**src/rtl/mfd_pkg.sv**
```systemverilog
// Shared types and constants for the serial frame deframer.
// Result record, event codes, register reset value and the CRC-16 X.25 step.
// No dependencies.
package mfd_pkg;

    localparam logic [7:0]  START_BYTE_RESET = 8'h55;
    localparam logic [15:0] CRC_PRESET       = 16'hFFFF;

    typedef enum logic [2:0] {
        EV_IDLE    = 3'd0,
        EV_HEADER  = 3'd1,
        EV_PAYLOAD = 3'd2,
        EV_GOOD    = 3'd3,
        EV_BAD_LO  = 3'd4,
        EV_BAD_HI  = 3'd5
    } event_t;

    typedef struct packed {
        event_t     event_res;
        logic [7:0] payload_byte;
        logic [7:0] payload_index;
        logic [7:0] frame_len;
        logic [7:0] frame_seq;
        logic [7:0] frame_sys;
        logic [7:0] frame_comp;
        logic [7:0] frame_msgid;
    } res_t;

    // One byte of CRC-16 X.25 (reflected 0x8408), byte-wide form
    function automatic logic [15:0] crc_step(input logic [15:0] crc, input logic [7:0] data);
        logic [7:0] t;
        t = data ^ crc[7:0];
        t = t ^ {t[3:0], 4'b0000};
        return {8'h00, crc[15:8]} ^ {t, 8'h00} ^ {5'b00000, t, 3'b000} ^ {12'h000, t[7:4]};
    endfunction

endpackage

```
**src/rtl/mfd_parser.sv**
```systemverilog
// Frame parser state machine: header capture, payload indexing, CRC check.
// Depends on mfd_pkg. Result for the byte is formed combinationally.
module mfd_parser (
    input  logic          clk,
    input  logic          rst_n,
    input  logic [7:0]    start_byte,
    input  logic          take,
    input  logic [7:0]    rx_byte,
    output mfd_pkg::res_t res
);

    typedef enum logic [3:0] {
        PH_IDLE    = 4'd0,
        PH_LEN     = 4'd1,
        PH_SEQ     = 4'd2,
        PH_SYS     = 4'd3,
        PH_COMP    = 4'd4,
        PH_MSGID   = 4'd5,
        PH_PAYLOAD = 4'd6,
        PH_CRC_LO  = 4'd7,
        PH_CRC_HI  = 4'd8
    } phase_t;

    phase_t      phase_reg, phase_next;
    logic [15:0] crc_reg, crc_next;
    logic [7:0]  len_reg, len_next;
    logic [7:0]  seq_reg, seq_next;
    logic [7:0]  sys_reg, sys_next;
    logic [7:0]  comp_reg, comp_next;
    logic [7:0]  msgid_reg, msgid_next;
    logic [7:0]  idx_reg, idx_next;
    logic [15:0] crc_upd;
    logic        is_start;
    mfd_pkg::event_t ev;
    logic [7:0]  pb;
    logic [7:0]  pi;

    assign crc_upd  = mfd_pkg::crc_step(crc_reg, rx_byte);
    assign is_start = (rx_byte == start_byte);

    always_comb
    begin
        phase_next = phase_reg;
        crc_next   = crc_reg;
        len_next   = len_reg;
        seq_next   = seq_reg;
        sys_next   = sys_reg;
        comp_next  = comp_reg;
        msgid_next = msgid_reg;
        idx_next   = idx_reg;
        ev         = mfd_pkg::EV_IDLE;
        pb         = 8'h00;
        pi         = 8'h00;
        case (phase_reg)
            PH_LEN:
            begin
                len_next   = rx_byte;
                idx_next   = 8'h00;
                crc_next   = crc_upd;
                phase_next = PH_SEQ;
                ev         = mfd_pkg::EV_HEADER;
            end
            PH_SEQ:
            begin
                seq_next   = rx_byte;
                crc_next   = crc_upd;
                phase_next = PH_SYS;
                ev         = mfd_pkg::EV_HEADER;
            end
            PH_SYS:
            begin
                sys_next   = rx_byte;
                crc_next   = crc_upd;
                phase_next = PH_COMP;
                ev         = mfd_pkg::EV_HEADER;
            end
            PH_COMP:
            begin
                comp_next  = rx_byte;
                crc_next   = crc_upd;
                phase_next = PH_MSGID;
                ev         = mfd_pkg::EV_HEADER;
            end
            PH_MSGID:
            begin
                msgid_next = rx_byte;
                crc_next   = crc_upd;
                phase_next = (len_reg == 8'h00) ? PH_CRC_LO : PH_PAYLOAD;
                ev         = mfd_pkg::EV_HEADER;
            end
            PH_PAYLOAD:
            begin
                pb       = rx_byte;
                pi       = idx_reg;
                crc_next = crc_upd;
                idx_next = idx_reg + 8'd1;
                if (idx_next == len_reg)
                begin
                    phase_next = PH_CRC_LO;
                end
                ev = mfd_pkg::EV_PAYLOAD;
            end
            PH_CRC_LO:
            begin
                if (rx_byte != crc_reg[7:0])
                begin
                    ev = mfd_pkg::EV_BAD_LO;
                    // bad byte may itself open the next frame
                    if (is_start)
                    begin
                        phase_next = PH_LEN;
                        crc_next   = mfd_pkg::CRC_PRESET;
                    end
                    else
                    begin
                        phase_next = PH_IDLE;
                    end
                end
                else
                begin
                    phase_next = PH_CRC_HI;
                    ev         = mfd_pkg::EV_HEADER;
                end
            end
            PH_CRC_HI:
            begin
                if (rx_byte != crc_reg[15:8])
                begin
                    ev = mfd_pkg::EV_BAD_HI;
                    if (is_start)
                    begin
                        phase_next = PH_LEN;
                        crc_next   = mfd_pkg::CRC_PRESET;
                    end
                    else
                    begin
                        phase_next = PH_IDLE;
                    end
                end
                else
                begin
                    phase_next = PH_IDLE;
                    ev         = mfd_pkg::EV_GOOD;
                end
            end
            default:
            begin
                if (is_start)
                begin
                    phase_next = PH_LEN;
                    crc_next   = mfd_pkg::CRC_PRESET;
                    ev         = mfd_pkg::EV_HEADER;
                end
                else
                begin
                    phase_next = PH_IDLE;
                end
            end
        endcase
    end

    always_ff @(posedge clk or negedge rst_n)
    begin
        if (!rst_n)
        begin
            phase_reg <= PH_IDLE;
            crc_reg   <= mfd_pkg::CRC_PRESET;
            len_reg   <= 8'h00;
            seq_reg   <= 8'h00;
            sys_reg   <= 8'h00;
            comp_reg  <= 8'h00;
            msgid_reg <= 8'h00;
            idx_reg   <= 8'h00;
        end
        else if (take)
        begin
            phase_reg <= phase_next;
            crc_reg   <= crc_next;
            len_reg   <= len_next;
            seq_reg   <= seq_next;
            sys_reg   <= sys_next;
            comp_reg  <= comp_next;
            msgid_reg <= msgid_next;
            idx_reg   <= idx_next;
        end
    end

    always_comb
    begin
        res.event_res     = ev;
        res.payload_byte  = pb;
        res.payload_index = pi;
        res.frame_len     = len_next;
        res.frame_seq     = seq_next;
        res.frame_sys     = sys_next;
        res.frame_comp    = comp_next;
        res.frame_msgid   = msgid_next;
    end

endmodule

```
**src/rtl/mfd_skid.sv**
```systemverilog
// Result register with a skid entry behind it.
// Depends on mfd_pkg. Input stalls only when the skid entry is occupied.
module mfd_skid (
    input  logic          clk,
    input  logic          rst_n,
    input  logic          in_valid,
    output logic          in_stall,
    input  mfd_pkg::res_t in_data,
    output logic          out_valid,
    input  logic          out_stall,
    output mfd_pkg::res_t out_data
);

    logic          main_valid_reg;
    logic          skid_valid_reg;
    mfd_pkg::res_t main_reg;
    mfd_pkg::res_t skid_reg;
    logic          push;
    logic          pop;

    assign in_stall  = skid_valid_reg;
    assign push      = in_valid && !skid_valid_reg;
    assign pop       = main_valid_reg && !out_stall;
    assign out_valid = main_valid_reg;
    assign out_data  = main_reg;

    always_ff @(posedge clk or negedge rst_n)
    begin
        if (!rst_n)
        begin
            main_valid_reg <= 1'b0;
            skid_valid_reg <= 1'b0;
        end
        else if (!main_valid_reg || pop)
        begin
            if (skid_valid_reg)
            begin
                main_valid_reg <= 1'b1;
                skid_valid_reg <= 1'b0;
            end
            else
            begin
                main_valid_reg <= push;
            end
        end
        else if (push)
        begin
            skid_valid_reg <= 1'b1;
        end
    end

    // payload registers, no reset
    always_ff @(posedge clk)
    begin
        if (!main_valid_reg || pop)
        begin
            if (skid_valid_reg)
            begin
                main_reg <= skid_reg;
            end
            else if (push)
            begin
                main_reg <= in_data;
            end
        end
        else if (push)
        begin
            skid_reg <= in_data;
        end
    end

endmodule

```
**src/rtl/mavlink_frame_deframer_top.sv**
```systemverilog
// Serial frame deframer top level: start byte register, parser, result buffer.
// Depends on mfd_pkg, mfd_parser and mfd_skid.
// Each result is registered in the result buffer (via the skid entry if held) before res_valid shows it.
// Throughput: one byte per cycle while rx_stall is low; the parser state and CRC step are combinational.
// Two-entry result buffer: rx_stall rises only once a stalled result has a second behind it.
// Reset (rst_n low, asynchronous) returns to hunting, presets the CRC to 0xFFFF,
// clears the header fields and sets the start byte to 0x55.
module mavlink_frame_deframer_top (
    input  logic       clk,
    input  logic       rst_n,
    input  logic       cfg_wr_en,
    input  logic [7:0] cfg_wr_data,
    input  logic       rx_valid,
    output logic       rx_stall,
    input  logic [7:0] rx_byte,
    output logic       res_valid,
    input  logic       res_stall,
    output logic [2:0] event_res,
    output logic [7:0] payload_byte,
    output logic [7:0] payload_index,
    output logic [7:0] frame_len,
    output logic [7:0] frame_seq,
    output logic [7:0] frame_sys,
    output logic [7:0] frame_comp,
    output logic [7:0] frame_msgid
);

    logic [7:0]    start_byte_reg;
    logic          take;
    mfd_pkg::res_t parse_res;
    mfd_pkg::res_t out_res;

    always_ff @(posedge clk or negedge rst_n)
    begin
        if (!rst_n)
        begin
            start_byte_reg <= mfd_pkg::START_BYTE_RESET;
        end
        else if (cfg_wr_en)
        begin
            start_byte_reg <= cfg_wr_data;
        end
    end

    assign take = rx_valid && !rx_stall;

    mfd_parser u_parser (
        .clk        (clk),
        .rst_n      (rst_n),
        .start_byte (start_byte_reg),
        .take       (take),
        .rx_byte    (rx_byte),
        .res        (parse_res)
    );

    mfd_skid u_skid (
        .clk       (clk),
        .rst_n     (rst_n),
        .in_valid  (rx_valid),
        .in_stall  (rx_stall),
        .in_data   (parse_res),
        .out_valid (res_valid),
        .out_stall (res_stall),
        .out_data  (out_res)
    );

    assign event_res     = out_res.event_res;
    assign payload_byte  = out_res.payload_byte;
    assign payload_index = out_res.payload_index;
    assign frame_len     = out_res.frame_len;
    assign frame_seq     = out_res.frame_seq;
    assign frame_sys     = out_res.frame_sys;
    assign frame_comp    = out_res.frame_comp;
    assign frame_msgid   = out_res.frame_msgid;

endmodule
```
**config.mk**
```make
export PLATFORM = sky130hd
export DESIGN_NAME = mavlink_frame_deframer_top
export DESIGN_NICKNAME = d
export VERILOG_FILES = /design/src/rtl/mfd_pkg.sv /design/src/rtl/mfd_parser.sv /design/src/rtl/mfd_skid.sv /design/src/rtl/mavlink_frame_deframer_top.sv
export SDC_FILE = /design/constraint.sdc
export NUM_CORES = 1
export LEC_CHECK = 0
export ABC_AREA = 1
export BUFFER_PORTS_ARGS = -buffer_cell sky130_fd_sc_hd__buf_2
export CAP_MARGIN = 20
export CORE_ASPECT_RATIO = 0.6
export CORE_MARGIN = 1
export CORE_UTILIZATION = 45
export DETAILED_ROUTE_END_ITERATION = 8
export MAX_ROUTING_LAYER = met4
export SLEW_MARGIN = 25
export SYNTH_ARGS = -nofsm -noshare
export SYNTH_HDL_FRONTEND = slang
export SYNTH_HIERARCHICAL = 1
export SYNTH_SLANG_ARGS = --single-unit
```
**constraint.sdc**
```tcl
create_clock -name clk -period 11.3 [get_ports clk]
set_input_delay 2.26 -clock clk [delete_from_list [all_inputs] [get_ports clk]]
set_output_delay 2.26 -clock clk [all_outputs]
set_load 0.005 [all_outputs]
```
# Word level (Yosys, flattened, before mapping)
# Index checks and enable logic that the tools add are counted.
[classes]
n_div = 0
order_cmp = 0
n_bitwise = 6
n_shift = 0
n_eq_ne = 15
addsub = 1
muxes = 27
n_mul = 0
n_reduce_logical = 17
[ops]
columns = ["operator", "n"]
rows = [
  ["2-to-1 mux 59 bit", 2],
  ["2-to-1 mux 8 bit", 7],
  ["2-to-1 mux 16 bit", 3],
  ["case mux 16 bit (3 select lines)", 1],
  ["case mux 4 bit (8 select lines)", 1],
  ["== test 4 x 3 -> 1 bit (second input constant)", 4],
  ["== test 8 bit", 2],
  ["inequality test 8 bit", 2],
  ["case mux 8 bit (2 select lines)", 1],
  ["bitwise XOR 16 x 11 -> 16 bit", 1],
  ["bitwise XOR 16 x 4 -> 16 bit", 1],
  ["bitwise XOR 8 x 16 -> 16 bit", 1],
  ["bitwise XOR 8 bit", 2],
  ["case mux 3 bit (4 select lines)", 1],
  ["adder 8 x 1 -> 8 bit (second input constant)", 1],
  ["== test 4 x 2 -> 1 bit (second input constant)", 2],
  ["logical NOT 8 bit", 1],
  ["2-to-1 mux 4 bit", 2],
  ["AND reduction 2 bit", 4],
  ["2-to-1 mux 1 bit", 7],
  ["2-to-1 mux 3 bit", 2],
  ["inequality test 2 x 1 -> 1 bit (second input constant)", 3],
  ["nonzero test 2 bit", 3],
  ["OR reduction 6 bit", 1],
  ["8 further kinds", 11],
]
[word_totals]
latch_bits = 0
n_memories = 0
out_inout_bits = 61
register_bits = 196
mem_bits_ro = 0
inputBits = 21
ramBits = 0

# Longest topological paths before layout
[depth]
depth_word = 6
depth_mapped = 14
mapped_depth_nobuf = 14

# Hierarchy
# The synthesis kept the hierarchy.
[modules_own_cells]
columns = ["mod", "cells_each", "seq_area_each_um2", "instances", "area_per_inst_um2"]
rows = [
  ["mfd_skid", 319, 3593.4, 1, 4436.8],
  ["mfd_parser", 612, 1721.7, 1, 4166.5],
  ["mavlink_frame_deframer_top", 36, 205.2, 1, 317.8],
]

# Worst setup path before layout
# Ideal clock, no wire load.
[synth_timing]
kind = "input to register"
from = "input res_stall"
to = "register u_skid.main_reg (netlist bit u_skid/out_data[0]), enable pin"
t_arrival_ns = 4.910
setup_slack_ns = 5.913
stages = 3
setup_time_ns = 0.477
cell_sequence = "nand2_1 inv_1 nor2_1"
[synth_between]
elab_chain_len = 4
[synth_lines]
columns = ["item", "line", "text"]
rows = [
  ["start: declaration", "mavlink_frame_deframer_top.sv:17", "input logic res_stall,"],
  ["logical NOT 1 bit", "mfd_skid.sv:23", "assign pop = main_valid_reg && !out_stall;"],
  ["logical AND 1 bit", "mfd_skid.sv:23", ""],
  ["logical OR 1 bit", "mfd_skid.sv:55", "if (!main_valid_reg || pop)"],
  ["AND reduction 2 bit (no line)", "-", ""],
  ["end signal: assignment", "mfd_skid.sv:59", "main_reg <= skid_reg;"],
  ["end signal: assignment", "mfd_skid.sv:63", "main_reg <= in_data;"],
  ["end: declaration", "mfd_skid.sv:16", "mfd_pkg::res_t main_reg;"],
]
# Every way passes these cells.
# A chain may end at the register's enable or synchronous reset.

# Worst setup path in the final report
[layout_timing]
from = "input rx_valid"
to = "register u_parser.idx_reg[0]"
[layout_between]
elab_chain_len = 2
[layout_lines]
columns = ["item", "line", "text"]
rows = [
  ["start: declaration", "mavlink_frame_deframer_top.sv:13", "input logic rx_valid,"],
  ["logical AND 1 bit", "mavlink_frame_deframer_top.sv:45", "assign take = rx_valid && !rx_stall;"],
  ["via take", "mavlink_frame_deframer_top.sv:29", "logic take;"],
  ["AND reduction 2 bit (no line)", "-", ""],
  ["end signal: assignment", "mfd_parser.sv:184", "idx_reg <= idx_next;"],
  ["end: declaration", "mfd_parser.sv:31", "logic [7:0] idx_reg, idx_next;"],
]
# The timed path passes the listed nets, and every way through them passes these cells.

==> metrics.txt <==
Synth-to-Final Area Change 12.8%; sequential power share 0.458; Switching Share 0.354; CP Max Fanout 42; Util after Layout 0.523; TritonCTS buffer count 17; top post-synthesis cells by area edfxtp_1, nand2_1, dfrtp_1, dfstp_2, o21ai_0; clk slew on worst S/H paths 70 ps; FMAX 0.279 GHz; # Post-CTS Setup Buffers 0; startpoint types input port; clk buf depth 2; Initial Util 0.464; pre-CTS setup slack 7250 ps; hpwl dp 13100 microns; syn avg cell area 9.23 sq um; post-CTS sizing 0; first-pass GRT wire length 32600 microns; Final ANT Viol Nets 0; net count after synthesis 989; skew final 10.0 ps; Max-Cap Viols 0; Nets 1060; Commonest cells post-synth nand2_1, edfxtp_1, o21ai_0, dfrtp_1, nor2_1; Final Worst Setup Slack 7710 ps; RSZ-0062 raised after global routing false; die height 111 microns; PortBufs 81; cell count after synthesis 967; top cell type's share of synthesized area 0.397; Critical Path AT 3900 ps; drt pass-1 iters 5; maximum VDD drop 133 uV; sw power 0.000865 W; die area 20400 sq um; YS warnings 6; routed wire length 20200 microns; root buffer cell clkbuf_16; remaining global-route overflow 0; die width 184 microns; post-synthesis sequential area ratio 0.619; outcome completed; internal power 0.00158 W; slew margin rel. 0.435; worst reg-to-reg setup slack 8450 ps; Hold Crit Class flip-flop to flip-flop; Placer Congestion 0.891; Post-synth ARST share 0.398; Most used DFF post-synth edfxtp_1; placed instance count 1285; # IOs 82; share of post-route cells with drive strength above 1 0.158; worst skew pair latency 440 ps; FP Rows 39; CP Class input port to flip-flop; # setup viols final 0; setup TNS 0 ps; pin count of the biggest net entering global routing 63; cts-stage hold buffer count 0; number of global-route vias before repair 5772; TritonCTS clock tree yes; share of total power in combinational logic 0.305; CP required 11610 ps; core area 19200 sq um; Final Cell Area 10100 sq um; detailed-route via count 6453; DR WL/cell 15.4 microns; Slew @ Worst Pin 845 ps; Final min period 3590 ps; initial DRC count 505; Post-DP Area 9510 sq um; number of flops mapped to enable cells by yosys 118; Synth Register Bits 196; CTS Sinks 196; most frequent cell after synthesis nand2_1; initial antenna violation count 0; routed vias/inst 4.90; final worst-path cycle share 0.317; ANT cells 0; fraction of power consumed by the clock network 0.237; CP Capture Type flip-flop; H-tree Lvls 4; Cell variety after synth 35; Mapped Area 8920 sq um; Slew Viols, Final 0; GRT Total Usage 0.219; Leak 4.63 nW; Final Hold Fails 0; filler-free cell count of the finished design 1317; Pwr per Cell Area 243 nW/um^2; Synth area leader edfxtp_1; Remaining DRCs 0
## area by class of cell
type	instances	area [sq um]
Tap cell	266	333
Timing Repair Buffer	88	480
Multi-Input combinational cell	682	2960
Sequential cell	196	5520
Clock buffer	21	450
Inverter	53	209
Clock inverter	11	104
Fill cell	1834	9160
## kinds of logic (layout without fill, tap and decap cells)
| kind of cell | Yosys count | in the layout | synth area share |
|---|---|---|---|
| flops | 196 | 196 | 0.619 |
| fa+ha+maj | 1 | 1 | 0.00140 |
| xor+xnor | 29 | 29 | 0.0302 |
| simple gates | 572 | 572 | 0.253 |
| compound gates | 80 | 80 | 0.0463 |
| buf+inv | 89 | 173 | 0.0506 |
## final timing paths
path,cells after the start,to,from
worst max-delay path,9,u_parser/idx_reg[0]$_DFFE_PN0P_,rx_valid
worst min-delay path,2,u_parser/crc_reg[0]$_DFFE_PN1P_,u_parser/crc_reg[0]$_DFFE_PN1P_
worst max register to register,11,u_parser/crc_reg[9]$_DFFE_PN1P_,u_parser/phase_reg[2]$_DFFE_PN0P_
worst min register to register,2,u_parser/crc_reg[0]$_DFFE_PN1P_,u_parser/crc_reg[0]$_DFFE_PN1P_
max in group asynchronous,3,u_skid/in_stall$_DFFE_PN0P_,rst_n
min in group asynchronous,1,u_parser/comp_reg[1]$_DFFE_PN0P_,rst_n
## critical path, stage by stage
cell	delay (ps)
buf_2	120
inv_1	50
nor2_2	70
buf_4	400
clkinv_1	180
nor2_2	270
inv_1	150
nand2_1	240
o21ai_0	130
## cells in the final DEF, fill, tap and decap left out, types with 2 or more instances in the layout
cell and n:
clkinv_4 3, clkinv_1 3, xnor2_2 2, nand2_1 479, dfrtp_1 57, o21ai_1 9
clkbuf_1 3, inv_1 40, edfxtp_1 118, nor2_4 4, clkinvlp_4 3, a21oi_1 4
buf_2 80, o21ai_0 61, nand3_1 27, inv_2 9, nand4_1 5, nor2_1 43
buf_4 7, xnor2_1 19, inv_8 2, clkbuf_16 17, clkinv_2 2, o22ai_1 3
nand2_2 6, nor2_2 4, nor3_1 2, xor2_1 8, dfstp_2 20
## power groups by stage
stage,Clock (W),Combinational [W],Sequential (W)
global placement,0,0.000731,0.00113
detailed placement,0,0.000738,0.00113
CTS,0.000590,0.000745,0.00112
finish,0.000578,0.000746,0.00112
floorplan,0,0.000532,0.00111
global route,0.000618,0.000858,0.00114
## metrics by stage
stage	total power, W	hold WS (ps)
2_1_floorplan	0.00165	446
3_3_place_gp	0.00186	461
3_5_place_dp	0.00187	460
4_1_cts	0.00245	471
5_1_grt	0.00262	480
6_report	0.00244	470
## metal layers
metal | track usage | part of all wire
met2 | 0.272 | 0.39
met1 | 0.350 | 0.55
met5 | - | 0
met4 | 0.0500 | 0.0087
met3 | 0.0516 | 0.056
Note: power is estimated with default switching activity, not from simulation.
